### src/design/htmks_pkg.sv
package htmks_pkg;

    localparam int unsigned TIMER_W = 16;
    localparam logic [TIMER_W-1:0] WAIT_TICKS_RESET = 16'd1000;

    localparam int unsigned PADDR_W = 3;
    localparam logic [PADDR_W-1:0] ADDR_WAIT_TICKS = 3'd0;

    // scan phase codes
    localparam logic [2:0] PH_SCAN     = 3'd0;
    localparam logic [2:0] PH_DEBOUNCE = 3'd1;
    localparam logic [2:0] PH_HOLD1    = 3'd2;
    localparam logic [2:0] PH_HOLD2    = 3'd3;
    localparam logic [2:0] PH_RELDEB   = 3'd4;
    localparam logic [2:0] PH_RELEASE  = 3'd5;

    localparam logic [1:0] ROW_D   = 2'd3;
    localparam logic [1:0] COL_1   = 2'd0;
    localparam logic [1:0] COL_2   = 2'd1;
    localparam logic [1:0] COL_4   = 2'd3;

    typedef struct packed {
        logic [1:0]         scan_row;
        logic [1:0]         scan_column;
        logic [2:0]         phase;
        logic [TIMER_W-1:0] interval_timer;
        logic [1:0]         hold_count;
    } t_scan_state;

    typedef struct packed {
        logic [3:0] row_drive;
        logic       key_valid;
        logic [7:0] key_code;
        logic       clear_pulse;
    } t_result;

    // Character for a key position (row*4+col) and clamped hold count.
    function automatic logic [7:0] key_char(input logic [3:0] pos, input logic [1:0] hold);
        logic [7:0] c0;
        logic [7:0] c1;
        logic [7:0] c2;
        begin
            case (pos)
                4'd0:    begin c0 = "7"; c1 = "A"; c2 = "B"; end
                4'd1:    begin c0 = "8"; c1 = "C"; c2 = "D"; end
                4'd2:    begin c0 = "9"; c1 = "E"; c2 = "F"; end
                4'd3:    begin c0 = "/"; c1 = "G"; c2 = "H"; end
                4'd4:    begin c0 = "4"; c1 = "I"; c2 = "J"; end
                4'd5:    begin c0 = "5"; c1 = "K"; c2 = "L"; end
                4'd6:    begin c0 = "6"; c1 = "M"; c2 = "N"; end
                4'd7:    begin c0 = "*"; c1 = "O"; c2 = "P"; end
                4'd8:    begin c0 = "1"; c1 = "Q"; c2 = "R"; end
                4'd9:    begin c0 = "2"; c1 = "S"; c2 = "T"; end
                4'd10:   begin c0 = "3"; c1 = "U"; c2 = "V"; end
                4'd11:   begin c0 = "-"; c1 = "W"; c2 = "X"; end
                4'd13:   begin c0 = "0"; c1 = "Y"; c2 = "Z"; end
                4'd14:   begin c0 = "="; c1 = "="; c2 = "="; end
                4'd15:   begin c0 = "+"; c1 = "+"; c2 = "+"; end
                default: begin c0 = 8'd0; c1 = 8'd0; c2 = 8'd0; end
            endcase
            case (hold)
                2'd0:    key_char = c0;
                2'd1:    key_char = c1;
                default: key_char = c2;
            endcase
        end
    endfunction

endpackage

### src/design/htmks_in_if.sv
interface htmks_in_if;
    logic       valid;
    logic       ready;
    logic [3:0] column_lines;

    modport source (output valid, output column_lines, input ready);
    modport sink (input valid, input column_lines, output ready);
endinterface

### src/design/htmks_out_if.sv
interface htmks_out_if;
    logic       valid;
    logic       ready;
    logic [3:0] row_drive;
    logic       key_valid;
    logic [7:0] key_code;
    logic       clear_pulse;

    modport source (output valid, output row_drive, output key_valid, output key_code,
                    output clear_pulse, input ready);
    modport sink (input valid, input row_drive, input key_valid, input key_code,
                  input clear_pulse, output ready);
endinterface

### src/design/htmks_step.sv
module htmks_step
    import htmks_pkg::*;
(
    input  t_scan_state        i_state,
    input  logic [3:0]         i_cols,
    input  logic [TIMER_W-1:0] i_wait_ticks,
    output t_scan_state        o_state,
    output t_result            o_result
);

    logic [1:0] row;
    logic [1:0] col;
    logic       low;
    logic       timing;
    logic       emit;
    logic [1:0] emit_hold;

    assign row    = i_state.scan_row;
    assign col    = i_state.scan_column;
    assign low    = ~i_cols[col];
    assign timing = (i_state.phase == PH_DEBOUNCE || i_state.phase == PH_HOLD1 ||
                     i_state.phase == PH_HOLD2 || i_state.phase == PH_RELDEB) &&
                    (i_state.interval_timer != '0);

    always_comb begin
        o_state   = i_state;
        emit      = 1'b0;
        emit_hold = i_state.hold_count;
        o_result.row_drive   = ~(4'b0001 << row);
        o_result.clear_pulse = 1'b0;

        if (timing) begin
            o_state.interval_timer = i_state.interval_timer - 1'b1;
        end else begin
            case (i_state.phase)
                PH_DEBOUNCE: begin
                    if (low) begin
                        o_state.hold_count     = 2'd1;
                        o_state.interval_timer = i_wait_ticks;
                        o_state.phase          = PH_HOLD1;
                    end else begin
                        o_state.hold_count = 2'd0;
                        emit_hold          = 2'd0;
                        emit               = 1'b1;
                    end
                end
                PH_HOLD1: begin
                    if (low) begin
                        o_state.hold_count     = 2'd2;
                        o_state.interval_timer = i_wait_ticks;
                        o_state.phase          = PH_HOLD2;
                    end else begin
                        emit = 1'b1;
                    end
                end
                PH_HOLD2: begin
                    emit = 1'b1;
                end
                PH_RELDEB: begin
                    o_state.phase = PH_RELEASE;
                end
                PH_RELEASE: begin
                    if (!low) begin
                        if (col == COL_1) begin
                            // clear key: resume at row D column 2
                            o_result.clear_pulse = 1'b1;
                            o_state.scan_column  = COL_2;
                            o_state.phase        = PH_SCAN;
                        end else begin
                            o_state.hold_count = 2'd0;
                            emit_hold          = 2'd0;
                            emit               = 1'b1;
                        end
                    end
                end
                default: begin
                    o_state.phase = PH_SCAN;
                    if (low) begin
                        o_state.interval_timer = i_wait_ticks;
                        o_state.phase = (row == ROW_D && col != COL_2) ? PH_RELDEB
                                                                       : PH_DEBOUNCE;
                    end else if (col == COL_4) begin
                        o_state.scan_column = COL_1;
                        o_state.scan_row    = row + 1'b1;
                    end else begin
                        o_state.scan_column = col + 1'b1;
                    end
                end
            endcase
        end

        if (emit) begin
            o_state.scan_row    = 2'd0;
            o_state.scan_column = COL_1;
            o_state.phase       = PH_SCAN;
        end
        o_result.key_valid = emit;
        o_result.key_code  = emit ? key_char({row, col}, (emit_hold == 2'd3) ? 2'd2 : emit_hold)
                                  : 8'd0;
    end

endmodule

### src/design/hold_time_multitap_keypad_scanner.sv
// Path: a column beat accepted on the input channel is held in the input register, then
//   passes the scan step into the result register (one input register, one result register).
// Throughput: one beat per cycle while the output channel is ready; the scan step between
//   the two registers is a single pass of short logic, so a tick may enter in every such cycle.
// Reset (i_rst_n low, synchronous): scan at row A column 1, idle phase, timer and
//   hold count zero, wait_ticks back to 1000, both pipeline stages empty.
module hold_time_multitap_keypad_scanner
    import htmks_pkg::*;
(
    input  logic               i_clk,
    input  logic               i_rst_n,
    // configuration port
    input  logic               psel,
    input  logic               penable,
    input  logic               pwrite,
    input  logic [PADDR_W-1:0] paddr,
    input  logic [31:0]        pwdata,
    output logic [31:0]        prdata,
    output logic               pready,
    // column ticks in, scan results out
    htmks_in_if.sink           i_col_ch,
    htmks_out_if.source        o_key_ch
);

    logic [TIMER_W-1:0] r_wait_ticks;
    t_scan_state        r_state;
    t_scan_state        n_state;
    t_result            step_result;

    logic               r_s1_valid;
    logic [3:0]         r_s1_cols;
    logic               r_out_valid;
    t_result            r_out;

    logic               advance;
    logic               in_take;

    // Register file: a single register, write on the access phase.
    assign pready = 1'b1;
    assign prdata = (paddr == ADDR_WAIT_TICKS) ? {16'd0, r_wait_ticks} : 32'd0;

    always_ff @(posedge i_clk) begin
        if (!i_rst_n) begin
            r_wait_ticks <= WAIT_TICKS_RESET;
        end else if (psel && penable && pwrite && paddr == ADDR_WAIT_TICKS) begin
            r_wait_ticks <= pwdata[TIMER_W-1:0];
        end
    end

    // Advance the held tick into the result register whenever that register is
    // free or its beat leaves this cycle; take a new tick whenever the input
    // stage is empty or advancing.
    assign advance          = r_s1_valid && (!r_out_valid || o_key_ch.ready);
    assign i_col_ch.ready   = !r_s1_valid || advance;
    assign in_take          = i_col_ch.valid && i_col_ch.ready;

    htmks_step u_step (
        .i_state      (r_state),
        .i_cols       (r_s1_cols),
        .i_wait_ticks (r_wait_ticks),
        .o_state      (n_state),
        .o_result     (step_result)
    );

    always_ff @(posedge i_clk) begin
        if (!i_rst_n) begin
            r_s1_valid  <= 1'b0;
            r_out_valid <= 1'b0;
            r_state     <= '{scan_row: 2'd0, scan_column: COL_1, phase: PH_SCAN,
                             interval_timer: '0, hold_count: 2'd0};
        end else begin
            if (in_take) begin
                r_s1_valid <= 1'b1;
            end else if (advance) begin
                r_s1_valid <= 1'b0;
            end
            if (advance) begin
                r_out_valid <= 1'b1;
                r_state     <= n_state;
            end else if (o_key_ch.ready) begin
                r_out_valid <= 1'b0;
            end
        end
    end

    // Payload registers: no reset needed.
    always_ff @(posedge i_clk) begin
        if (in_take) begin
            r_s1_cols <= i_col_ch.column_lines;
        end
        if (advance) begin
            r_out <= step_result;
        end
    end

    assign o_key_ch.valid       = r_out_valid;
    assign o_key_ch.row_drive   = r_out.row_drive;
    assign o_key_ch.key_valid   = r_out.key_valid;
    assign o_key_ch.key_code    = r_out.key_code;
    assign o_key_ch.clear_pulse = r_out.clear_pulse;

endmodule
### src/flat_wrapper.sv
// flat-port wrapper written by rule: the top's interface ports become plain ports
module hold_time_multitap_keypad_scanner_flat import htmks_pkg::*;
  (i_clk, i_rst_n, psel, penable, pwrite, paddr, pwdata, prdata, pready, i_col_ch_valid, i_col_ch_column_lines, i_col_ch_ready, o_key_ch_valid, o_key_ch_row_drive, o_key_ch_key_valid, o_key_ch_key_code, o_key_ch_clear_pulse, o_key_ch_ready);
  htmks_in_if i_col_ch_i ();
  htmks_out_if o_key_ch_i ();
  input  logic i_clk;
  input  logic i_rst_n;
  input  logic psel;
  input  logic penable;
  input  logic pwrite;
  input  logic [PADDR_W-1:0] paddr;
  input  logic [31:0] pwdata;
  output logic [31:0] prdata;
  output logic pready;
  input wire logic [$bits(i_col_ch_i.valid)-1:0] i_col_ch_valid;
  input wire logic [$bits(i_col_ch_i.column_lines)-1:0] i_col_ch_column_lines;
  output wire logic [$bits(i_col_ch_i.ready)-1:0] i_col_ch_ready;
  output wire logic [$bits(o_key_ch_i.valid)-1:0] o_key_ch_valid;
  output wire logic [$bits(o_key_ch_i.row_drive)-1:0] o_key_ch_row_drive;
  output wire logic [$bits(o_key_ch_i.key_valid)-1:0] o_key_ch_key_valid;
  output wire logic [$bits(o_key_ch_i.key_code)-1:0] o_key_ch_key_code;
  output wire logic [$bits(o_key_ch_i.clear_pulse)-1:0] o_key_ch_clear_pulse;
  input wire logic [$bits(o_key_ch_i.ready)-1:0] o_key_ch_ready;
  assign i_col_ch_i.valid = i_col_ch_valid;
  assign i_col_ch_i.column_lines = i_col_ch_column_lines;
  assign i_col_ch_ready = i_col_ch_i.ready;
  assign o_key_ch_valid = o_key_ch_i.valid;
  assign o_key_ch_row_drive = o_key_ch_i.row_drive;
  assign o_key_ch_key_valid = o_key_ch_i.key_valid;
  assign o_key_ch_key_code = o_key_ch_i.key_code;
  assign o_key_ch_clear_pulse = o_key_ch_i.clear_pulse;
  assign o_key_ch_i.ready = o_key_ch_ready;
  hold_time_multitap_keypad_scanner u_core (.i_clk(i_clk), .i_rst_n(i_rst_n), .psel(psel), .penable(penable), .pwrite(pwrite), .paddr(paddr), .pwdata(pwdata), .prdata(prdata), .pready(pready), .i_col_ch(i_col_ch_i), .o_key_ch(o_key_ch_i));
endmodule
### config.mk
export PLATFORM = sky130hd
export DESIGN_NAME = hold_time_multitap_keypad_scanner_flat
export DESIGN_NICKNAME = d
export VERILOG_FILES = /design/src/design/htmks_pkg.sv /design/src/design/htmks_in_if.sv /design/src/design/htmks_out_if.sv /design/src/design/htmks_step.sv /design/src/design/hold_time_multitap_keypad_scanner.sv /design/src/flat_wrapper.sv
export SDC_FILE = /design/constraint.sdc
export NUM_CORES = 1
export LEC_CHECK = 0
export ABC_AREA = 1
export BUFFER_PORTS_ARGS = -buffer_cell sky130_fd_sc_hd__buf_2
export CAP_MARGIN = 20
export CORE_UTILIZATION = 40
export DETAILED_ROUTE_END_ITERATION = 7
export GPL_TIMING_DRIVEN = 0
export SLEW_MARGIN = 30
export SYNTH_ARGS = -nofsm -noshare
export SYNTH_HDL_FRONTEND = slang
export SYNTH_SLANG_ARGS = --single-unit
### constraint.sdc
create_clock -name i_clk -period 2.9 [get_ports i_clk]
set_input_delay 0.58 -clock i_clk [delete_from_list [all_inputs] [get_ports i_clk]]
set_output_delay 0.58 -clock i_clk [all_outputs]
set_load 0.02 [all_outputs]
==> key figures <==
Status
  – Status: completed

Power and ir drop
  – Worst IR drop on VDD: roughly 260 uV
  – Pwr Density: 635 nW/um^2
  – Leakage: 2.10 nW
  – Pwr Total: 2.76 mW

Clock network
  – Clock buffer depth: 2
  – CTS Hold Bufs: 0
  – Setup bufs post-CTS: 0
  – Num CTS Buffers: 9
  – CTS root buf: clkbuf_8
  – Worst-Skew Late Latency: about 0.34 ns
  – CTS tree: done
  – Worst-path clk slew: 0.08 ns
  – Clock Sinks: 60
  – CTS H-Tree Depth: 3
  – Post-CTS sizing: 0

Synth
  – Top FF cell, synth: dfxtp_1
  – Yosys top cell area share: 0.239
  – Top cells by area, synth: dfxtp_1 (24%), edfxtp_1 (14%), nand2_1 (8.8%)
  – Post-synth EDFFs: 17
  – Commonest cells post-synth: nand2_1 (85), nor2_1 (52), inv_1 (51)
  – Synthesized area per cell: 7.12 um^2
  – Post-synth cell types: 35
  – Yosys warns: 0
  – Sequential fraction of the synthesis area: 0.380
  – Cell count after synthesis: 507
  – Dominant cell by count in the synthesized netlist: nand2_1
  – Synthesized area: 3610 um^2
  – Register bit total from synthesis: 60
  – Async SR Flop Fraction: 0
  – Synth area leader: dfxtp_1

Floorplan
  – Die W: ~97 um
  – Initial Util: 0.414
  – Core area: 8720 um^2
  – Die area: 9410 um^2
  – Std cell rows: 34
  – I/O pins: 95
  – Die Ht: ~97 um

STA
  – Fmax: 447 MHz
  – Setup Skew: 0.0108 ns
  – Setup violations, final: 0
  – Final TNS setup: 0 ns
  – Fin crit period: roughly 2.2 ns
  – Hold Vio Cnt, Final: 0
  – Worst Max-Slew Pin Slew: 0.649 ns
  – Final worst path period share: 0.771
  – Slew Limit Fails: 0
  – Slew headroom: 0.567
  – RSZ-0062 raised after global routing: no

Critical path
  – Worst Setup Start Kind: input pin
  – Top cell family by delay on the critical path: buffers and inverters
  – Most frequent CP cell: buf_2
  – Setup crit end kind: output pin
  – Worst Path Arrival: 1.66 ns
  – CP required: 2.32 ns
  – Crit-path max FO: 10
  – CP max stage cell: clkbuf_1
  – Cell Chain, Critical Path: buf_2, nor3_1, inv_1, clkbuf_1, nor2_1, buf_2
  – CP bufs+invs: 4
  – Kind of critical path: input pin to output pin
  – Critical Path Max Stage Delay: 0.25 ns

Drt
  – Via count: 3,413
  – Antenna viol nets, final: 0
  – Via density: 4.83
  – WL final: around 8700 um
  – Drt first pass iters: 4
  – Drt drc: 0
  – DR WL/cell: 12.3 um
  – Initial detailed-routing violation count: 229

Finish
  – Fraction of layout cells with a size suffix above 1: 0.217
  – Fill cells: 881
  – Nets@finish: 650
  – Register area: 1370 um^2
  – Ant. Diodes: 0
  – Area Growth Syn to Fin: 20.4%
  – Multi-input gate area: 1840 um^2

Placed design
  – I/O Buffers: 60
  – GPL Wtd Cong: 0.865
  – HPWL after DPL: approximately 6500 um

Global routing
  – GRT Resource Usage Total: 0.198
  – Largest net degree at the start of global routing: 20
  – Total gr overflow: 0
  – Initial antenna violation count: 0
  – Vias in the first global route: 3,169
  – First-pass GRT wire length: approximately 15,000 um

Worst hold path
  – Worst min path class: input pin to flip-flop

Run
  – Max_cap viols: 0
[state kept, by name, summed over array words and instances (netlist names)]
signal and count:
u_core.o_key_ch.row_drive 4, u_core.o_key_ch.key_valid 1, u_core.o_key_ch.valid 1, u_core.r_s1_valid 1, u_core.r_s1_cols 4, u_core.o_key_ch.clear_pulse 1, u_core.o_key_ch.key_code 7, u_core.r_wait_ticks 16
u_core.r_state 25
[cell usage in the layout (no fill, tap or decap), types with 9 or more instances in the layout]
| master | netlist | final |
|---|---|---|
| a31oi_1 | 12 | 12 |
| dfxtp_1 | 43 | 43 |
| o21ai_1 | 10 | 10 |
| edfxtp_1 | 17 | 17 |
| inv_2 | 10 | 10 |
| buf_2 | 7 | 67 |
| nor2_1 | 52 | 52 |
| clkbuf_8 | 0 | 9 |
| a21oi_1 | 44 | 44 |
| buf_4 | 19 | 19 |
| nor3_1 | 10 | 10 |
| o21ai_0 | 42 | 42 |
| nand2_1 | 85 | 85 |
| nand3_1 | 43 | 43 |
| ha_1 | 10 | 10 |
| conb_1 | 2 | 18 |
| clkbuf_1 | 10 | 10 |
| inv_1 | 51 | 51 |
[worst reg2reg max path: stages (launching register included)]
cell and delay (ns):
dfxtp_1 0.31, inv_1 0.11, ha_1 0.21, nand2_1 0.16
nor2_2 0.19, nand2_1 0.13, nand2_4 0.14, nand2_1 0.08
nand2_2 0.16, inv_2 0.13, nand3_1 0.10, nand3_1 0.08
nand2_1 0.07, inv_1 0.03
[per-layer routing]
metal	vias to the layer above	share of wire	GRT usage
met2	113	0.45	0.310
met5	-	0	0
met4	0	0.0048	0.0746
met3	2	0.062	0.0368
li1	1820	-	-
met1	1478	0.48	0.271
[power by group]
part | total [mW] | leakage (nW) | internal, mW | switching, mW
combinational | 0.902 | 1.47 | 0.321 | 0.581
clock | 0.872 | 0.120 | 0.507 | 0.365
sequential | 0.986 | 0.506 | 0.928 | 0.0578
[layout make-up]
type,count,share of cell area
timing repair buffer,60,0.0691
clock buffer,11,0.0400
sequential,60,0.316
tap,108,0.0311
clock inverter,5,0.0150
inverter,62,0.0536
multi-input combinational,364,0.423
buffer,37,0.0521
[through the flow]
stage,util,hold WS [ns],setup slack [ns],instance area (um^2),cells
after floorplan,-,0.445,0.891,3670,523
after global placement,0.471,0.463,0.499,4100,691
after detailed placement,0.471,0.471,0.511,4100,691
after CTS,0.498,0.394,0.639,4340,707
after global routing,0.498,0.386,0.363,4340,707
final,0.498,0.412,0.664,4340,707
[path summary, 6_finish.rpt]
check,startpoint,endpoint,slack [ns],cells past startpoint
setup / recovery,paddr[1],prdata[13],0.66,6
setup reg to reg,u_core.r_state[2]$_SDFFE_PN0P_,u_core.o_key_ch.key_code[1]$_SDFFCE_PN0P_,0.77,13
hold / removal,i_col_ch_column_lines[1],u_core.r_s1_cols[1]$_DFFE_PP_,0.41,1
hold reg to reg,u_core.r_wait_ticks[11]$_SDFFE_PN0P_,u_core.r_wait_ticks[11]$_SDFFE_PN0P_,0.48,2
[logic make-up after synthesis]
group / synth area share
AND/OR/NAND/NOR: 0.254
buffers and inverters: 0.127
XOR/XNOR: 0.0243
adder cells (fa/ha/maj): 0.0347
AO/OA/AOI/OAI: 0.178
other: 0.00208
flip-flops: 0.380
No activity file was read; power rests on OpenSTA's default activity.
